## src/rtl/bia_pkg.sv

```systemverilog
// bia_pkg: sizes, codes, transfer structs and helper functions for the bitmap id allocator
// depends on nothing; used by every module under rtl

package bia_pkg;

	localparam int NUM_ENTRIES = 4096;
	localparam int WORD_BITS   = 32;
	localparam int NUM_WORDS   = (NUM_ENTRIES + WORD_BITS - 1) / WORD_BITS;
	localparam int WORD_AW     = (NUM_WORDS > 1) ? $clog2(NUM_WORDS) : 1;
	localparam int BIT_W       = $clog2(WORD_BITS);
	localparam int IDX_W       = 12;

	// full flags are searched one group per cycle
	localparam int GROUP_W    = 16;
	localparam int GROUP_BW   = $clog2(GROUP_W);
	localparam int NUM_GROUPS = (NUM_WORDS + GROUP_W - 1) / GROUP_W;
	localparam int GROUP_AW   = (NUM_GROUPS > 1) ? $clog2(NUM_GROUPS) : 1;
	localparam int FLAG_N     = NUM_GROUPS * GROUP_W;

	// live bits of the last word
	localparam int LAST_BITS = NUM_ENTRIES - (NUM_WORDS - 1) * WORD_BITS;
	localparam logic [WORD_BITS-1:0] LAST_MASK = {WORD_BITS{1'b1}} >> (WORD_BITS - LAST_BITS);

	localparam logic OP_ALLOC    = 1'b0;
	localparam logic OP_FREE     = 1'b1;
	localparam logic STATUS_OK   = 1'b0;
	localparam logic STATUS_FULL = 1'b1;

	typedef struct packed {
		logic             op;
		logic [IDX_W-1:0] entry_index;
	} req_t;

	typedef struct packed {
		logic [IDX_W-1:0] granted_index;
		logic             status;
	} rsp_t;

	typedef struct packed {
		logic               en;
		logic [WORD_AW-1:0] addr;
		logic               full;
	} flag_upd_t;

	typedef struct packed {
		logic               hit;
		logic [WORD_AW-1:0] word;
	} scan_res_t;

	function automatic logic [WORD_BITS-1:0] word_mask(input logic [WORD_AW-1:0] addr);
		logic [WORD_BITS-1:0] m;
		m = (addr == WORD_AW'(NUM_WORDS - 1)) ? LAST_MASK : {WORD_BITS{1'b1}};
		return m;
	endfunction

	function automatic logic [BIT_W-1:0] lowest_zero(input logic [WORD_BITS-1:0] w);
		logic [BIT_W-1:0] pos;
		pos = '0;
		for (int i = WORD_BITS - 1; i >= 0; i--) begin
			if (!w[i]) begin
				pos = BIT_W'(i);
			end
		end
		return pos;
	endfunction

endpackage

```

## src/rtl/bia_bitmap_ram.sv

```systemverilog
// bia_bitmap_ram: bitmap word store, one read and one write port, registered read
// depends on bia_pkg; per-word valid bits make unwritten words read as free

module bia_bitmap_ram (
	input  logic                          clk,
	input  logic                          arst_n,
	input  logic                          rd_en,
	input  logic [bia_pkg::WORD_AW-1:0]   rd_addr,
	output logic [bia_pkg::WORD_BITS-1:0] rd_data,
	input  logic                          wr_en,
	input  logic [bia_pkg::WORD_AW-1:0]   wr_addr,
	input  logic [bia_pkg::WORD_BITS-1:0] wr_data
);

	logic [bia_pkg::WORD_BITS-1:0] mem [bia_pkg::NUM_WORDS];
	logic [bia_pkg::NUM_WORDS-1:0] valid_q;
	logic [bia_pkg::WORD_BITS-1:0] rdata_q;
	logic                          rd_vld_q;

	always_ff @(posedge clk) begin
		if (wr_en) begin
			mem[wr_addr] <= wr_data;
		end
		if (rd_en) begin
			rdata_q <= mem[rd_addr];
		end
	end

	// valid bits stand in for clearing the array at reset
	always_ff @(posedge clk or negedge arst_n) begin
		if (!arst_n) begin
			valid_q  <= '0;
			rd_vld_q <= 1'b0;
		end else begin
			if (wr_en) begin
				valid_q[wr_addr] <= 1'b1;
			end
			if (rd_en) begin
				rd_vld_q <= valid_q[rd_addr];
			end
		end
	end

	assign rd_data = rd_vld_q ? rdata_q : '0;

endmodule

```

## config.mk

```make
export PLATFORM = sky130hd
export DESIGN_NAME = bia_bitmap_ram
export DESIGN_NICKNAME = d
export VERILOG_FILES = /design/src/rtl/bia_pkg.sv /design/src/rtl/bia_bitmap_ram.sv
export SDC_FILE = /design/constraint.sdc
export NUM_CORES = 2
export LEC_CHECK = 0
export BUFFER_PORTS_ARGS = -buffer_cell sky130_fd_sc_hd__buf_2
export CAP_MARGIN = 10
export CORE_ASPECT_RATIO = 1.4
export CORE_MARGIN = 5
export CORE_UTILIZATION = 46
export DETAILED_ROUTE_END_ITERATION = 10
export GPL_TIMING_DRIVEN = 0
export PLACE_DENSITY_LB_ADDON = 0.3
export SLEW_MARGIN = 20
export SYNTH_ARGS = -nofsm -noshare
export SYNTH_HDL_FRONTEND = slang
export SYNTH_SLANG_ARGS = --single-unit
```

## constraint.sdc

```tcl
create_clock -name clk -period 4.07 [get_ports clk]
set_input_delay 1.0175 -clock clk [delete_from_list [all_inputs] [get_ports clk]]
set_output_delay 1.0175 -clock clk [all_outputs]
set_load 0.01 [all_outputs]
```

==> results <==
- The run finished, with violations left.
- The checks that failed: negative setup slack.
- The initial antenna violation count is 42.
- The I/O pin count is 82.
- The leakage power figure is 0.0583 uW.
- The adder-cell area share of the yosys netlist is 0%.
- The number of clock sinks seen by CTS is 4257.
- The clock reaches the later pin of the worst-skew pair after 0.95 ns.
- The count of cells along the worst register-to-register path is 4.
- In this run the remaining antenna-violating nets after routing total 0.
- The mean cell area of the mapped netlist is 24.9 sq um.
- The share of post-route cells with drive strength above 1 is 35.4%.
- The share of the yosys chip area belonging to registers is 78.8%.
- The minimum period implied by the final worst setup slack is 4.25 ns.
- The number of warnings issued by yosys is 0.
- The total count of max-transition violations in the final report was 0.
- The synthesized netlist devotes 1.28% of its cell area to simple gates.
- The net total in the final layout is 7201.
- The upper clock frequency limit is 0.235 GHz.
- For this run, the total global-route usage over all layers was measured as 24.1%.
- The synthesized netlist contains 40 unique library cells.
- The DRC marker count from the first detailed-route iteration is 9191.
- The setup violation total in the final timing report is 12.
- Of the total synthesized cell area, the portion taken by XOR and XNOR cells is 0%.
- The final global-route overflow total is 0.
- In this run the tightest slew margin relative to its limit is 21.9%.
- IR analysis of the VDD net gives a maximum drop of 0.368 mV.
- The number of iterations in the first detailed-routing pass is 8.
- For this configuration, the core starts out at a cell density of 46.2%.
- The fraction of synthesis flops using an asynchronous set or reset pin is 3.03%.
- In the routed design, unresolved DRC markers number 0.
- The arrival time of the worst setup path is 4.86 ns.
- After routing, the total negative slack on setup checks comes to -0.936 ns.
- The main combinational cell family by area after synthesis is multiplexers.
- The row count is 257.
- The number of synthesized flops with an enable pin is 4128.
- The total power divided by cell area is 482 nW/um^2.
- The minimum setup slack in the final design is -0.182 ns.
- The fill cell total of the finished layout is 25694.
- The most used flip-flop cell after synthesis is edfxtp_1.
- The first global-routing pass estimated 610 mm of wire.
- The net count after synthesis is 6520.
- The library cell with the highest instance count after synthesis is edfxtp_1.
- The core outline area is 350000 sq um.
- The weighted congestion at the end of routability-driven global placement is 0.945.
- The routed layout has 74755 vias.
- The count of port buffers added during placement is 74.
- The proportion of synthesized area in mux cells is 18.4%.
- The wire-length estimate of the detail-placed layout is 307 mm.
- The clock skew after layout is 0.0585 ns.
- The endpoint required time on the critical path is 4.68 ns.
- The via count of the first global-routing pass was 77560.
- The total count of hold-check failures in the final report is 0.
- The largest fanout on the critical path is 10.
- The number of clock buffers inserted by TritonCTS is 388.
- The commonest cells after synthesis are edfxtp_1, mux4_2, buf_2, clkbuf_1, nor2_1.
- STA classifies the critical path startpoint as an input pin.
- The cell area after synthesis is 161000 sq um.
- The category of the worst setup path capture point is a flip-flop.
- Setup repair after global routing left no endpoint under its margin.
- Entering global routing, the biggest net connects 97 pins.
- After clock tree synthesis, the clock-pin slew on the worst setup and hold paths is 0.06 ns.
- The total power consumption of the routed design is 89900 uW.
- Counting along the longest clock path gives a buffer depth of 4.
- In this run the vertical extent of the chip is 711 um.
- The relative area change from synthesis to final layout is 15.7%.
- Counting every instance in the synthesized netlist gives 6470.
- Across the run, the number of max-cap violations was 0.
- The class of the most critical setup path is in -> reg.
- The routed length per instance is 36.2 um.
- The floorplan step defined a die boundary enclosing 363000 sq um.
- The share of synthesized area in the top cell type comes to 76.8%.
- The width of the chip is 511 um.
- The cell accounting for the most synthesized area is edfxtp_1.
- The actual transition at the worst max-transition pin is 1.17 ns.
- After layout, the worst path uses 104% of the clock period.
- The synthesized design contains 4257 register bits.
- Post-CTS timing repair inserted 0 buffers for setup.
- The complex-gate fraction of the synthesized area is 0.584%.
- The level count of the clock H-tree is 5.
- The post-detailed-routing wire length is 439 mm.
- Sorting the synthesized cells by area gives the leading types as edfxtp_1, mux4_2, dfrtp_1.
- Dividing the detail-routed via count by the number of cells gives 6.15.
- The kind of path behind the tightest hold check is in -> async.
- The library cell used as clock root buffer is clkbuf_16.
- TritonCTS built the clock tree.
-- per-stage QoR --
| step | area [sq um] | std cells | setup WS (ns) | utilization, % | hold WS [ns] |
|---|---|---|---|---|---|
| after floorplan | 161000 | 6470 | 0.152 | - | 0.433 |
| final | 187000 | 12149 | -0.182 | 53.4 | 0.0765 |
| after global routing | 187000 | 12136 | 0.00809 | 53.4 | 0.126 |
| after CTS | 187000 | 12131 | 0.00205 | 53.4 | 0.0568 |
| after global placement | 168000 | 11206 | -2.34 | 47.9 | 0.445 |
| after detailed placement | 174000 | 11423 | -1.66 | 49.8 | 0.451 |
-- metal layers --
layer	GRT usage (%)	vias to the layer above	part of all wire, %
met3	6.23	858	8.9
li1	-	29493	-
met4	11.0	26	5.6
met2	41.4	3753	52
met1	28.7	40625	34
met5	0.200	-	0.056
-- worst max-delay path: stages --
cell and delay, ns:
buf_2 0.63, buf_2 0.50, clkbuf_1 0.68, mux4_2 0.40, mux4_2 0.56, o22ai_1 0.76, nor4_2 0.29
-- timing repair --
item	in CTS	in global routing
gates resized for setup	32	15
endpoints found under the setup margin	32	10
hold buffers	0	0
-- cell type report --
cell class                 instances  area [sq um]  share of cell area, %
sequential                      4257        127000                   68.1
multi-input combinational       1866         33900                   18.1
clock buffer                     492         10400                   5.58
tap                             4662          5830                   3.12
timing repair buffer             291          5760                   3.09
clock inverter                   216          2020                   1.08
buffer                           339          1570                  0.841
antenna                           18          45.0                 0.0241
inverter                           8          30.0                 0.0161
-- path summary, 6_finish.rpt --
path | slack, ns | from | to
worst max-delay path | -0.18 | rd_addr[1] | rdata_q[24]
worst max register to register | 1.26 | mem[87][24] | rdata_q[24]
worst min-delay path | 0.08 | arst_n | valid_q[42]
max in group asynchronous | 3.17 | arst_n | valid_q[98]
worst min register to register | 0.47 | valid_q[32] | valid_q[32]
min in group clk | 0.47 | wr_data[24] | mem[67][24]
-- layout by cell type (no fill, tap or decap), types with 5 or more instances in the layout --
master,synthesis,layout
nand2_1,23,23
edfxtp_1,4128,4128
and2_1,32,32
nor2b_1,9,9
buf_16,0,115
nor2_1,133,5
a21oi_1,5,5
buf_2,148,193
diode_2,0,18
mux2i_1,16,16
dfrtp_1,129,129
bufinv_16,0,34
o22ai_2,0,21
clkbuf_16,0,395
buf_6,1,27
nand3b_1,7,7
clkinvlp_4,0,11
nor4_2,0,12
clkbuf_2,0,30
nor4_1,33,17
clkinv_1,0,75
inv_6,0,5
clkbuf_8,0,16
mux4_2,1306,1306
clkbuf_1,137,188
buf_12,0,101
o22ai_1,128,107
buf_4,9,17
or2_2,128,128
buf_1,44,34
inv_1,7,7
clkinv_2,0,76
nand3_1,13,13
nor2_4,0,128
-- report_power, final --
part / leakage (uW) / switching, uW / total [uW] / internal, uW
combinational: 0.0133 / 3180 / 5070 / 1900
clock: 0.00610 / 16000 / 36300 / 20300
sequential: 0.0388 / 142 / 48600 / 48400
-- registers in the layout, indices dropped and copies added (netlist names) --
name	flops
rd_vld_q	1
valid_q	128
rdata_q	32
mem	4096
-- kinds of logic after synthesis --
| group | after synthesis |
|---|---|
| buffers and inverters | 347 |
| AOI/OAI and AO/OA | 147 |
| muxes | 1326 |
| and+or+nand+nor | 393 |
| DFF | 4257 |
Power figures use the tool's default switching activity.
