<file path="config.mk">
export PLATFORM = sky130hd
export DESIGN_NAME = bia_flags
export DESIGN_NICKNAME = d
export VERILOG_FILES = /design/src/rtl/bia_pkg.sv /design/src/rtl/bia_flags.sv
export SDC_FILE = /design/constraint.sdc
export NUM_CORES = 1
export LEC_CHECK = 0
export BUFFER_PORTS_ARGS = -buffer_cell sky130_fd_sc_hd__buf_2
export CAP_MARGIN = 20
export CORE_MARGIN = 1.5
export CORE_UTILIZATION = 63
export CTS_BUF_LIST = sky130_fd_sc_hd__clkbuf_16
export DETAILED_ROUTE_END_ITERATION = 7
export HOLD_SLACK_MARGIN = 0.05
export PLACE_DENSITY_LB_ADDON = 0.08
export SLEW_MARGIN = 20
export SYNTH_ARGS = -nofsm -noshare
export SYNTH_HDL_FRONTEND = slang
export SYNTH_SLANG_ARGS = --single-unit
</file>
<file path="constraint.sdc">
create_clock -name clk -period 6.9 [get_ports clk]
set_input_delay 2.07 -clock clk [delete_from_list [all_inputs] [get_ports clk]]
set_output_delay 2.07 -clock clk [all_outputs]
set_load 0.05 [all_outputs]
</file>
<file path="src/rtl/bia_pkg.sv">
// bia_pkg: sizes, codes, transfer structs and helper functions for the bitmap id allocator
// depends on nothing; used by every module under rtl

package bia_pkg;

	localparam int NUM_ENTRIES = 4096;
	localparam int WORD_BITS   = 32;
	localparam int NUM_WORDS   = (NUM_ENTRIES + WORD_BITS - 1) / WORD_BITS;
	localparam int WORD_AW     = (NUM_WORDS > 1) ? $clog2(NUM_WORDS) : 1;
	localparam int BIT_W       = $clog2(WORD_BITS);
	localparam int IDX_W       = 12;

	// full flags are searched one group per cycle
	localparam int GROUP_W    = 16;
	localparam int GROUP_BW   = $clog2(GROUP_W);
	localparam int NUM_GROUPS = (NUM_WORDS + GROUP_W - 1) / GROUP_W;
	localparam int GROUP_AW   = (NUM_GROUPS > 1) ? $clog2(NUM_GROUPS) : 1;
	localparam int FLAG_N     = NUM_GROUPS * GROUP_W;

	// live bits of the last word
	localparam int LAST_BITS = NUM_ENTRIES - (NUM_WORDS - 1) * WORD_BITS;
	localparam logic [WORD_BITS-1:0] LAST_MASK = {WORD_BITS{1'b1}} >> (WORD_BITS - LAST_BITS);

	localparam logic OP_ALLOC    = 1'b0;
	localparam logic OP_FREE     = 1'b1;
	localparam logic STATUS_OK   = 1'b0;
	localparam logic STATUS_FULL = 1'b1;

	typedef struct packed {
		logic             op;
		logic [IDX_W-1:0] entry_index;
	} req_t;

	typedef struct packed {
		logic [IDX_W-1:0] granted_index;
		logic             status;
	} rsp_t;

	typedef struct packed {
		logic               en;
		logic [WORD_AW-1:0] addr;
		logic               full;
	} flag_upd_t;

	typedef struct packed {
		logic               hit;
		logic [WORD_AW-1:0] word;
	} scan_res_t;

	function automatic logic [WORD_BITS-1:0] word_mask(input logic [WORD_AW-1:0] addr);
		logic [WORD_BITS-1:0] m;
		m = (addr == WORD_AW'(NUM_WORDS - 1)) ? LAST_MASK : {WORD_BITS{1'b1}};
		return m;
	endfunction

	function automatic logic [BIT_W-1:0] lowest_zero(input logic [WORD_BITS-1:0] w);
		logic [BIT_W-1:0] pos;
		pos = '0;
		for (int i = WORD_BITS - 1; i >= 0; i--) begin
			if (!w[i]) begin
				pos = BIT_W'(i);
			end
		end
		return pos;
	endfunction

endpackage

</file>
<file path="src/rtl/bia_flags.sv">
// bia_flags: one full flag per bitmap word and the group search over them
// depends on bia_pkg

module bia_flags (
	input  logic                         clk,
	input  logic                         arst_n,
	input  bia_pkg::flag_upd_t           upd,
	input  logic [bia_pkg::GROUP_AW-1:0] grp,
	output bia_pkg::scan_res_t           res
);

	logic [bia_pkg::NUM_WORDS-1:0] full_q;
	logic [bia_pkg::FLAG_N-1:0]    flags;
	logic [bia_pkg::GROUP_W-1:0]   slice;
	logic [bia_pkg::GROUP_BW-1:0]  pos;

	always_ff @(posedge clk or negedge arst_n) begin
		if (!arst_n) begin
			full_q <= '0;
		end else if (upd.en) begin
			full_q[upd.addr] <= upd.full;
		end
	end

	// padding past the last word counts as full
	for (genvar i = 0; i < bia_pkg::FLAG_N; i++) begin : g_flag
		if (i < bia_pkg::NUM_WORDS) begin : g_live
			assign flags[i] = full_q[i];
		end else begin : g_pad
			assign flags[i] = 1'b1;
		end
	end

	assign slice = flags[{grp, {bia_pkg::GROUP_BW{1'b0}}} +: bia_pkg::GROUP_W];

	always_comb begin
		pos = '0;
		for (int i = bia_pkg::GROUP_W - 1; i >= 0; i--) begin
			if (!slice[i]) begin
				pos = bia_pkg::GROUP_BW'(i);
			end
		end
		res.hit  = ~&slice;
		res.word = bia_pkg::WORD_AW'({grp, pos});
	end

endmodule
</file>
==> results_dict.tcl, run 1 <==
set metrics [dict create \
    synth_cell_types 39 \
    routabilityCongestion 0.894 \
    crit_path_cell_trace "buf_2, mux4_2, nand2_1, o21ai_0, a31oi_1, o311a_1, buf_2" \
    slew_headroom 0.295 \
    cts_setup_buffers 0 \
    start_util 0.655 \
    wire_per_inst_um 22.2 \
    ys.flop_type "dfrtp_1" \
    firstDrtPassIters 5 \
    final_hold_viol_count 0 \
    clockPowerShare 0.450 \
    final_cell_mix "mux2_2 (129), dfrtp_1 (128), nand2_1 (108), nor2_1 (51), buf_2 (20)" \
    status "completed" \
    die_y_um 107 \
    htree_levels 4 \
    postRouteAntennaNets 0 \
    crit_family "compound AO/OA/AOI/OAI gates" \
    fin_util 0.723 \
    path_class "input port to output pin" \
    core_area_um2 10400 \
    die_w_um 107 \
    power.internal_mw 1.46 \
    track_usage 0.303 \
    dp_slack_ns 0.645 \
    setup_tns_ns 0 \
    startpoint_type "input port" \
    holdWs_ns 0.496 \
    netlist_instances 569 \
    final_nets 597 \
    async_reset_ff_frac 1.00 \
    switchingPower_mw 0.450 \
    cts.sinks 128 \
    stdcell_count 732 \
    vias 4632 \
    min_period_ns 6.25 \
    clock_path_buffers 2 \
    area_growth_pct 10.4 \
    cpMostUsedCell "buf_2" \
    postCtsHoldBufs 0 \
    setup_violations 0 \
    fin_skew_ns 0 \
    fp-row-count 37 \
    crit_path_end_kind "output pin" \
    grt_first_pass_wirelength_um 25100 \
    die-area_um2 11500 \
    crit_fanout 33 \
    peakVddDrop_uv 176 \
    cts_tree "built" \
    pin_count 22 \
    insertion_delay_ns 0.41 \
    largest_reg_flops 128 \
    worstMarginPinSlew_ns 1.05 \
    antenna_cells 0 \
    mostFrequentLayoutCell "mux2_2" \
    antenna_found_initial 0 \
    maxCapViolCount 0 \
    power_density_nw_per_um2 254 \
    routed_wirelength_um 16200 \
    seq_power_share 0.445 \
    vias_per_cell 6.33 \
    p_leak_nw 3.45 \
    syn_nets 583 \
    numCtsBuffers 17 \
    grt_max_degree 87 \
    overflow 0 \
    maxSlewViolCount 0 \
    fin_crit_sh 0.906 \
    crit_required_ns 4.83 \
    synth.avg_cell_area_um2 12.0 \
    root_buffer "clkbuf_16" \
    arrival_ns 4.18 \
    fill_cells 689 \
    crit_path_max_incr_delay_ns 0.53 \
    dpl.hpwl_um 10500 \
    drc_errors 0 \
    drtIter0Drc 483 \
    setup_ws_ns 0.652 \
    fmax_mhz 160 \
    syn_area_um2 6830 \
    p_sw_frac 0.236 \
    synth-edff-count 0 \
    yosysWarnings 0 \
    combPwrFrac 0.105 \
    critPathBufInv 2 \
    io_buffers 21 \
    grt_pass1_vias 4500 \
    dp.cells 700 \
    clk_pin_slew_worst_paths_ns 0.05 \
    drive_gt1_frac 0.344 \
    rsz0062_at_grt "no" \
    hold_class "register to register" \
    critPathSlowestCell "buf_2" \
    ys_seq_area_frac 0.469 \
    synth_seq_cells 128 \
    cts.repair.resized 0 \
]
-- cells in the mapped netlist, types with 2 or more instances --
library cell | count | area, um2
buf_4 | 7 | 52.6
nand4_1 | 2 | 12.5
nor2b_1 | 6 | 37.5
and2_1 | 2 | 12.5
nor4_1 | 3 | 18.8
o21ai_1 | 2 | 10.0
mux2i_1 | 6 | 60.1
nand2_1 | 108 | 405
or3_1 | 2 | 12.5
nand3_1 | 14 | 70.1
nor3_1 | 8 | 40.0
buf_12 | 2 | 40.0
buf_6 | 3 | 33.8
dfrtp_1 | 128 | 3200
o21ai_0 | 7 | 35.0
inv_1 | 4 | 15.0
or2_2 | 3 | 18.8
mux2_2 | 129 | 1450
nand2b_1 | 9 | 56.3
mux4_1 | 17 | 447
mux4_2 | 17 | 383
clkbuf_1 | 20 | 75.1
nor2_1 | 51 | 191
buf_2 | 4 | 20.0
-- kinds of logic (layout without fill, tap and decap cells) --
| logic type | after synthesis | after routing | share of synthesized area |
|---|---|---|---|
| AND/OR/NAND/NOR | 212 | 212 | 0.133 |
| multiplexers | 169 | 169 | 0.343 |
| flip-flops | 128 | 128 | 0.469 |
| buffers and inverters | 40 | 67 | 0.0346 |
| AO/OA/AOI/OAI | 20 | 20 | 0.0196 |
-- cell type report --
cell class	instances	area (um2)	share of cell area
clock buffer	17	425	0.0565
clock inverter	15	139	0.0184
inverter	4	15.0	0.00199
multi-input combinational	401	3390	0.449
sequential	128	3200	0.425
tap	136	170	0.0226
timing repair buffer	31	195	0.0259
-- routing by layer --
layer / up-vias / global-route usage / part of all wire
met5: - / 0 / 0
met4: 0 / 0.101 / 0.019
met3: 26 / 0.111 / 0.088
met2: 185 / 0.436 / 0.45
met1: 2363 / 0.428 / 0.44
li1: 2058 / - / -
-- through the flow --
step                      area, um2  total power, mW
after floorplan                6830            0.996
after global placement         6970             1.05
after detailed placement       6970             1.06
after CTS                      7530             1.92
after global routing           7530             1.97
final                          7530             1.91
-- power groups by stage --
| stage | sequential, mW | clock, mW | combinational [mW] |
|---|---|---|---|
| final | 0.851 | 0.860 | 0.201 |
| after global routing | 0.856 | 0.901 | 0.218 |
| after CTS | 0.849 | 0.873 | 0.201 |
| after detailed placement | 0.859 | 0 | 0.199 |
| after global placement | 0.858 | 0 | 0.194 |
| after floorplan | 0.843 | 0 | 0.153 |
-- final timing paths --
check / startpoint / to / slack, ns / depth (start not counted)
max: grp[2] / res[1] / 0.65 / 7
max reg2reg: flags[45] / flags[45] / 6.08 / 1
min reg2reg: flags[0] / flags[0] / 0.50 / 1
min in group asynchronous: arst_n / flags[63] / 1.78 / 1
min: flags[0] / flags[0] / 0.50 / 1
max in group asynchronous: arst_n / flags[6] / 3.82 / 2
(Power assumes the default switching activity.)
==> run 2: changes to the inputs <==
--- a/config.mk
+++ b/config.mk
@@ -12,6 +12,7 @@
 export CTS_BUF_LIST = sky130_fd_sc_hd__clkbuf_16
 export DETAILED_ROUTE_END_ITERATION = 7
 export HOLD_SLACK_MARGIN = 0.05
+export MAX_ROUTING_LAYER = met4
 export PLACE_DENSITY_LB_ADDON = 0.08
 export SLEW_MARGIN = 20
 export SYNTH_ARGS = -nofsm -noshare
==> run 2 against run 1 <==
  * Final cell count unchanged
  * Register-to-register slack about the same
  * Setup slack gained 0.011 ns
  * Total power rose by 0.22%
  * Clock skew did not move
  * Via count is 0.15% lower
  * Flip-flop and latch count unchanged
  * Combinational power hardly changed
  * Highest routed layer unchanged
  * Global-route usage is 1.0 points higher
  * Hold slack got worse by 0.0020 ns
  * Core utilization did not move
  * Final area stayed put
==> results_dict.tcl, run 2 (same netlist as run 1, synthesis figures left out) <==
set metrics [dict create \
    crit_path_end_kind "output pin" \
    fin_crit_sh 0.904 \
    postRouteAntennaNets 0 \
    die-area_um2 11500 \
    antenna_cells 0 \
    status "completed" \
    cts_tree "built" \
    arrival_ns 4.17 \
    wire_per_inst_um 22.1 \
    rsz0062_at_grt "no" \
    drc_errors 0 \
    p_leak_nw 3.45 \
    pin_count 22 \
    cts.repair.resized 0 \
    setup_violations 0 \
    setup_tns_ns 0 \
    core_area_um2 10400 \
    die_y_um 107 \
    hold_class "register to register" \
    final_cell_mix "mux2_2 (129), dfrtp_1 (128), nand2_1 (108), nor2_1 (51), buf_2 (20)" \
    insertion_delay_ns 0.41 \
    combPwrFrac 0.105 \
    routabilityCongestion 0.909 \
    vias_per_cell 6.32 \
    dpl.hpwl_um 10500 \
    routed_wirelength_um 16200 \
    cts.sinks 128 \
    clockPowerShare 0.451 \
    dp.cells 700 \
    crit_required_ns 4.83 \
    track_usage 0.314 \
    grt_pass1_vias 4500 \
    p_sw_frac 0.237 \
    stdcell_count 732 \
    start_util 0.655 \
    mostFrequentLayoutCell "mux2_2" \
    power_density_nw_per_um2 254 \
    postCtsHoldBufs 0 \
    path_class "input port to output pin" \
    htree_levels 4 \
    startpoint_type "input port" \
    clk_pin_slew_worst_paths_ns 0.05 \
    vias 4625 \
    overflow 0 \
    final_nets 597 \
    firstDrtPassIters 5 \
    drtIter0Drc 468 \
    grt_first_pass_wirelength_um 25100 \
    clock_path_buffers 2 \
    crit_fanout 33 \
    power.internal_mw 1.46 \
    peakVddDrop_uv 176 \
    worstMarginPinSlew_ns 1.07 \
    fmax_mhz 160 \
    maxCapViolCount 0 \
    maxSlewViolCount 0 \
    numCtsBuffers 17 \
    final_hold_viol_count 0 \
    cts_setup_buffers 0 \
    io_buffers 21 \
    slew_headroom 0.286 \
    switchingPower_mw 0.455 \
    grt_max_degree 87 \
    antenna_found_initial 0 \
    drive_gt1_frac 0.344 \
    root_buffer "clkbuf_16" \
    min_period_ns 6.24 \
    die_w_um 107 \
    largest_reg_flops 128 \
    seq_power_share 0.444 \
    area_growth_pct 10.4 \
    fin_skew_ns 0 \
    fp-row-count 37 \
]
run 2: critical path, cell delays in order:
cell	delay, ns
buf_2	0.52
mux4_2	0.35
nand2_1	0.05
o21ai_0	0.38
a31oi_1	0.19
o311a_1	0.37
buf_2	0.22
run 2: cell type report:
type / count / area [um2]
multi-input cells: 401 / 3390
well taps: 136 / 170
fillers: 689 / 2880
flip-flops and latches: 128 / 3200
clock inverters: 15 / 139
inverters: 4 / 15.0
clock buffers: 17 / 425
repair buffers: 31 / 195
run 2: worst paths after layout:
kind | from | endpoint | slack [ns] | depth (start not counted)
max | grp[2] | res[1] | 0.66 | 7
min | flags[84] | flags[84] | 0.49 | 1
max reg2reg | flags[45] | flags[45] | 6.08 | 1
min reg2reg | flags[84] | flags[84] | 0.49 | 1
max in group asynchronous | arst_n | flags[19] | 3.84 | 2
min in group asynchronous | arst_n | flags[63] | 1.78 | 1
run 2: stage by stage:
| stage | utilization | setup slack [ns] | power (mW) | hold WS, ns | cell area, um2 |
|---|---|---|---|---|---|
| 2_1_floorplan | - | 0.444 | 0.996 | 0.470 | 6830 |
| 3_5_place_dp | 0.669 | 0.645 | 1.06 | 0.486 | 6970 |
| 3_3_place_gp | 0.669 | 0.721 | 1.05 | 0.480 | 6970 |
| 6_report | 0.723 | 0.663 | 1.92 | 0.494 | 7530 |
| 4_1_cts | 0.723 | 0.658 | 1.92 | 0.497 | 7530 |
| 5_1_grt | 0.723 | 0.492 | 1.97 | 0.512 | 7530 |
run 2: power groups by stage:
stage          logic, mW  clock network (mW)  registers [mW]
6_report           0.201               0.864           0.851
5_1_grt            0.218               0.901           0.856
4_1_cts            0.201               0.873           0.849
3_5_place_dp       0.199                   0           0.859
3_3_place_gp       0.194                   0           0.858
2_1_floorplan      0.153                   0           0.843
run 2: metal layers:
layer / GRT usage / wire, um / share of wire / vias up
li1: - / - / - / 2068
met1: 0.429 / 7130 / 0.44 / 2332
met2: 0.438 / 7310 / 0.45 / 198
met3: 0.108 / 1410 / 0.087 / 27
met4: 0.112 / 362 / 0.022 / 0
met5: - / 0 / 0 / -
